$ cat config.mk
export PLATFORM = sky130hd
export DESIGN_NAME = spi_div
export DESIGN_NICKNAME = d
export VERILOG_FILES = /design/src/rtl/spi_pkg.sv /design/src/rtl/spi_div.sv
export SDC_FILE = /design/constraint.sdc
export NUM_CORES = 2
export LEC_CHECK = 0
export ABC_CLOCK_PERIOD_IN_PS = 15100
export BUFFER_PORTS_ARGS = -buffer_cell sky130_fd_sc_hd__buf_2
export CAP_MARGIN = 20
export CORE_MARGIN = 2
export CORE_UTILIZATION = 40
export DETAILED_ROUTE_END_ITERATION = 8
export HOLD_SLACK_MARGIN = 0.1
export PLACE_DENSITY = 0.55
export SLEW_MARGIN = 20
export SYNTH_ARGS = -nofsm -noshare
export SYNTH_HDL_FRONTEND = slang
export SYNTH_SLANG_ARGS = --single-unit
$ cat constraint.sdc
create_clock -name clk_i -period 15.1 [get_ports clk_i]
set_clock_uncertainty 0.05 [all_clocks]
set_input_delay 1.51 -clock clk_i [delete_from_list [all_inputs] [get_ports clk_i]]
set_output_delay 1.51 -clock clk_i [all_outputs]
set_load 0.01 [all_outputs]
$ cat src/rtl/spi_pkg.sv
// shared constants, types and helpers for the segment pair intersection block
`timescale 1ns / 1ps

package spi_pkg;

  // coordinate and fixed point format
  localparam int CB = 16;               // coordinate bits
  localparam int FB = 16;               // output fraction bits
  localparam int OW = 32;               // output point width
  localparam int CW = 32;               // configuration register width
  localparam int NEAR_BITS = 16;        // snap window, per axis, in output lsb bits

  // derived datapath widths
  localparam int DW = CB + 1;           // coordinate difference
  localparam int PW = 2 * DW;           // product of two differences
  localparam int SW = PW + 1;           // sum of two products
  localparam int MW = 2 * CB + 1;       // magnitude of a cross product or squared length
  localparam int TW = 2 * MW + CW;      // tolerance compare width
  localparam int QW = CB + FB;          // quotient of the crossing offset
  localparam int NW = MW + CB + FB;     // dividend of the crossing offset
  localparam int PX = CB + FB + 2;      // unsaturated output point

  // divider pipeline: quotient bits resolved per stage and stage count
  localparam int BPS = 4;
  localparam int DS  = (QW + BPS - 1) / BPS;

  // configuration register indexes
  localparam int IW = 1;
  localparam logic [IW-1:0] REG_PAR_TOL  = 1'd0;
  localparam logic [IW-1:0] REG_SNAP_DSQ = 1'd1;

  // register reset values
  localparam logic [CW-1:0] PAR_TOL_RST  = 32'd429;
  localparam logic [CW-1:0] SNAP_DSQ_RST = 32'd1;

  // hit codes
  localparam logic [1:0] HIT_NONE    = 2'd0;
  localparam logic [1:0] HIT_POINT   = 2'd1;
  localparam logic [1:0] HIT_OVERLAP = 2'd2;

  // both segments of one item
  typedef struct packed {
    logic signed [CB-1:0] ax0;
    logic signed [CB-1:0] ay0;
    logic signed [CB-1:0] ax1;
    logic signed [CB-1:0] ay1;
    logic signed [CB-1:0] bx0;
    logic signed [CB-1:0] by0;
    logic signed [CB-1:0] bx1;
    logic signed [CB-1:0] by1;
  } pts_t;

  // decision that travels alongside the divider
  typedef struct packed {
    logic [1:0] hit;
    logic       crossing; // point comes from the crossing
    logic       end_a1;   // endpoint result is a_end, else a_start
    logic       negx;
    logic       negy;
    pts_t       pts;
  } side_t;

  // sign extend a coordinate to difference width
  function automatic logic signed [DW-1:0] dext(input logic signed [CB-1:0] v);
    return $signed({v[CB-1], v});
  endfunction

endpackage

$ cat src/rtl/spi_div.sv
// pipelined restoring divider for the crossing offset, several quotient bits per stage
`timescale 1ns / 1ps

module spi_div (
  input  logic                    clk_i,
  input  logic                    en_i,
  input  logic [spi_pkg::NW-1:0]  num_i,
  input  logic [spi_pkg::MW-1:0]  den_i,
  output logic [spi_pkg::QW-1:0]  quo_o,
  output logic                    rem_nz_o
);

  localparam int DS  = spi_pkg::DS;
  localparam int BPS = spi_pkg::BPS;
  localparam int QW  = spi_pkg::QW;
  localparam int MW  = spi_pkg::MW;
  localparam int NW  = spi_pkg::NW;

  logic [MW-1:0] rem_q [DS];
  logic [QW-1:0] quo_q [DS];
  logic [QW-1:0] low_q [DS];
  logic [MW-1:0] den_q [DS];

  for (genvar s = 0; s < DS; s++) begin : g_stage
    logic [MW-1:0] rem_in, rem_d, den_in;
    logic [QW-1:0] quo_in, quo_d, low_in;

    // the top dividend bits start below the divisor since the quotient fits QW bits
    if (s == 0) begin : g_first
      assign rem_in = num_i[NW-1:QW];
      assign quo_in = '0;
      assign low_in = num_i[QW-1:0];
      assign den_in = den_i;
    end else begin : g_next
      assign rem_in = rem_q[s-1];
      assign quo_in = quo_q[s-1];
      assign low_in = low_q[s-1];
      assign den_in = den_q[s-1];
    end

    // resolve this stage's quotient bits
    always_comb begin
      logic [MW:0] trial;
      int          idx;
      rem_d = rem_in;
      quo_d = quo_in;
      trial = '0;
      idx   = 0;
      for (int j = 0; j < BPS; j++) begin
        idx = QW - 1 - (s * BPS + j);
        if (idx >= 0) begin
          trial = {rem_d, low_in[idx]};
          if (trial >= {1'b0, den_in}) begin
            trial      = trial - {1'b0, den_in};
            quo_d[idx] = 1'b1;
          end
          rem_d = trial[MW-1:0];
        end
      end
    end

    always_ff @(posedge clk_i) begin
      if (en_i) begin
        rem_q[s] <= rem_d;
        quo_q[s] <= quo_d;
        low_q[s] <= low_in;
        den_q[s] <= den_in;
      end
    end
  end

  assign quo_o    = quo_q[DS-1];
  assign rem_nz_o = (rem_q[DS-1] != '0);

endmodule

# Word-level counts from Yosys, hierarchy flattened

Memories as Yosys holds them, arrays and structs flattened.
Cells that the tools add are included.

Register bits after elaboration: 0
Bits in writable memories: 1040
Word-level logic and storage cells: 135
Memories kept: 4

Memory list:

| name  | words | bits a word | rd ports | clocked after memory_dff | write ports | RTL line      | RTL |
|---|---|---|---|---|---|---|---|
| den_q | 8     | 33          | 7        | 0                        | 8           | spi_div.sv:22 | `logic [MW-1:0] den_q [DS];` |
| rem_q | 8     | 33          | 8        | 0                        | 8           | spi_div.sv:19 | `logic [MW-1:0] rem_q [DS];` |
| low_q | 8     | 32          | 7        | 0                        | 8           | spi_div.sv:21 | `logic [QW-1:0] low_q [DS];` |
| quo_q | 8     | 32          | 8        | 0                        | 8           | spi_div.sv:20 | `logic [QW-1:0] quo_q [DS];` |

Order comparisons: 32
Reductions and logical operators: 1
Multiplexer cells: 66
Add/subtract/negate cells: 32

Operators by type and width:

| kind                                         | number |
|---|---|
| greater-or-equal comparator 34 x 33 -> 1 bit | 32 |
| 2-to-1 mux 33 bit                            | 32 |
| subtractor 33 bit                            | 32 |
| 2-to-1 mux 1 bit                             | 34 |
| nonzero test 33 bit                          | 1 |

# Longest topological paths before layout

An unclocked memory read counts as a cell.

Depth after elaboration: 9
Depth in mapped cells: 62
Depth with buffers taken out: 56

# Least setup slack after synthesis

Ideal clock, no wire load.

Path type: in2reg
From: input port den_i[23] (netlist name)
To: memory rem_q[0][10] (netlist name) (data pin)
Path buffers: 6
Library setup time: 0.260 ns
Data required time: 14.790 ns
Path slack: 1.657 ns
Arrival: 13.133 ns
Stages: 53
Cell sequence: inv_1 ha_1 and3_1 nand3_1 or3_1 nor4_1 a211oi_1 a21oi_1 nand2_1 inv_2 buf_1 mux2_2 ha_1 o211a_1 o31a_1 o21a_1 o311ai_1 a31oi_1 [... 17 more ...] buf_2 clkbuf_1 o21ai_0 fa_1 a21o_1 a21oi_1 o21ai_0 a21o_1 a31oi_1 a21oi_1 a211oi_1 nor3_1 o31a_1 o21a_1 o21ai_0 nand3b_1 buf_2 mux2_2

RTL lines:

| element     | RTL line      | RTL |
|---|---|---|
| from (decl) | spi_div.sv:8  | `input logic [spi_pkg::MW-1:0] den_i,` |
| to (decl)   | spi_div.sv:19 |  |

==> results.txt <==
Outcome: complete, no violations
ANT nets after route: 0
First-pass GRT wire length: 437000 um
Die Y: 470 um
Worst rel slew slack: 28.2%
Detailed Route Iter0 Violations: 6012
Synth warn: 0
Gr usage total: 25.4%
Mean area per synthesized cell: 8.83 um2
DR DRC count: 0
CTS sink cnt: 751
Hold WC Path Type: reg2reg
Main flop type after synthesis: edfxtp_1
Pin count of the biggest net entering global routing: 149
Commonest non-fill, non-tap cell in the layout: ha_1
Syn Nets: 11.0k
Mapped Area: 0.0867 mm2
Wl on met1: 126000 um
Vias per cell: 5.85
Crit Path Max Fanout: 26
GRT overflow: 0
Delay of the slowest critical-path stage: 0.73 ns
Clock-pin slew on the worst setup and hold paths: 0.06 ns
Rows: 170
Register area share after synthesis: 26.0%
Wire per inst: 22.5 um
Gpl congestion: 0.968
Post-synth EDFFs: 751
Worst Tran Pin Value: 1.08 ns
Routed met2 length: 140000 um
CP most frequent cell: buf_4
Dominant cells by area after synthesis: edfxtp_1 (26%), ha_1 (15%), xnor2_1 (6.0%)
Max Slew Vio Count: 0
Worst EP required: 15.50 ns
Critical path's top delay family: compound AO/OA/AOI/OAI gates
Worst-Skew Late Latency: 0.75 ns
Core area: 0.215 mm2
TritonCTS Buffers: 94
Synth cell types: 102
DRT Pass-1 Iters: 8
Startpoint class of the critical path: register
Max Cap Viol: 0
H-tree depth: 3
Setup CP Type: reg2reg
TritonCTS clock tree: built
Final cycle utilization of the critical path: 94.1%
Async SR Flop Fraction: 0%
WP buf/inv: 9
Post-Synthesis Cells: 9822
Met3 routed WL: 14900 um
Worst path arrival time: 14.62 ns
Clock Path Buffers: 3
Die Wd: 470 um
Total vias in the final route: 76.1k
Final setup vio count: 0
Vias in the first global route: 73.3k
Final wirelength: 292000 um
Setup crit end kind: register
Root buffer cell: clkbuf_16
Slowest CP cell: o211ai_4
Final min period: 14.21 ns
Final Hold Vio Count: 0
Most frequent cells in the layout: ha_1 (1056), a21oi_1 (962), edfxtp_1 (751), nand2_1 (718), nor2_1 (648)
Input/output buffers: 132
Post-DP HPWL: 241000 um
Final nets: 11.3k
Post-synth top area cell: edfxtp_1
Max Freq: 70.4 MHz
Share of cells above drive strength 1: 11.4%
Synth Register Bits: 751
Uppermost layer routed: met5
Initial antenna violation count: 20
Die Area: 0.221 mm2
RSZ-0062 raised after global routing: false
Area share of the largest cell type after synthesis: 26.0%
Area Growth Syn to Fin: 9.78%
I/O Pins: 133
Fin Setup TNS: 0 ns
Starting Density: 40.3%
==> what timing repair did <==
item | 4_1_cts | 5_1_grt
hold endpoints to repair | 0 | 0
buffers inserted | 0 | 8
hold buffers | 0 | 0
gates resized for setup | 0 | 6
setup endpoints to repair | 0 | 110
==> cell usage after synthesis, types with 201 or more instances <==
library cell  instances
a21o_1              529
a21oi_1             962
edfxtp_1            751
ha_1               1056
inv_1               581
mux2_2              455
nand2_1             718
nor2_1              648
o21a_1              201
o21ai_0             645
xnor2_1             595
xor2_1              282
==> layout make-up <==
cell class | instances | area, um2
antenna | 11 | 27.5
clock buffer | 101 | 2380
clock inverter | 72 | 724
fill | 21068 | 120000
inverter | 595 | 2230
multi-input combinational | 8275 | 61200
sequential | 751 | 22600
tap | 2838 | 3550
timing repair buffer | 363 | 2580
==> metrics by stage <==
step / std cells / setup slack (ns) / hold slack (ns) / util [%] / area, um2
finish: 13006 / 0.889 / 0.364 / 44.3 / 95200
floorplan: 9822 / 1.66 / 0.350 / - / 86700
global route: 13003 / 0.0241 / 0.366 / 44.3 / 95200
global placement: 12814 / 0.357 / 0.351 / 42.8 / 92000
detailed placement: 12814 / 0.389 / 0.355 / 42.8 / 92000
CTS: 12987 / 0.289 / 0.367 / 44.2 / 95100
==> logic make-up after synthesis <==
logic type,after synthesis,synth area share [%]
muxes,599,7.91
DFF,751,26.0
buffers and inverters,796,3.59
adders and majority gates,1088,16.0
AOI/OAI and AO/OA,3221,23.9
and+or+nand+nor,2490,13.7
xor gates and xnor gates,877,8.86
==> per-layer routing <==
layer  vias up  track usage [%]
met3       476             2.90
met1     36224             32.3
met5         -                0
met2      2130             44.2
li1      37272                -
met4        14             9.02
==> sequential cells by signal, indices dropped and copies added, names as in the netlist <==
name   cells
low_q    112
rem_q    264
den_q    231
quo_q    144
==> final timing paths <==
check | from | to | slack (ns) | depth (start not counted)
hold / removal | low_q[0][13] | low_q[1][13] | 0.36 | 0
hold reg to reg | low_q[0][13] | low_q[1][13] | 0.36 | 0
setup / recovery | den_q[3][5] | rem_q[1][31] | 0.89 | 54
setup reg to reg | den_q[3][5] | rem_q[1][31] | 0.89 | 54
Power is not shown: default switching activity piles up to over one toggle a cycle in this logic, so the estimate is an artifact.
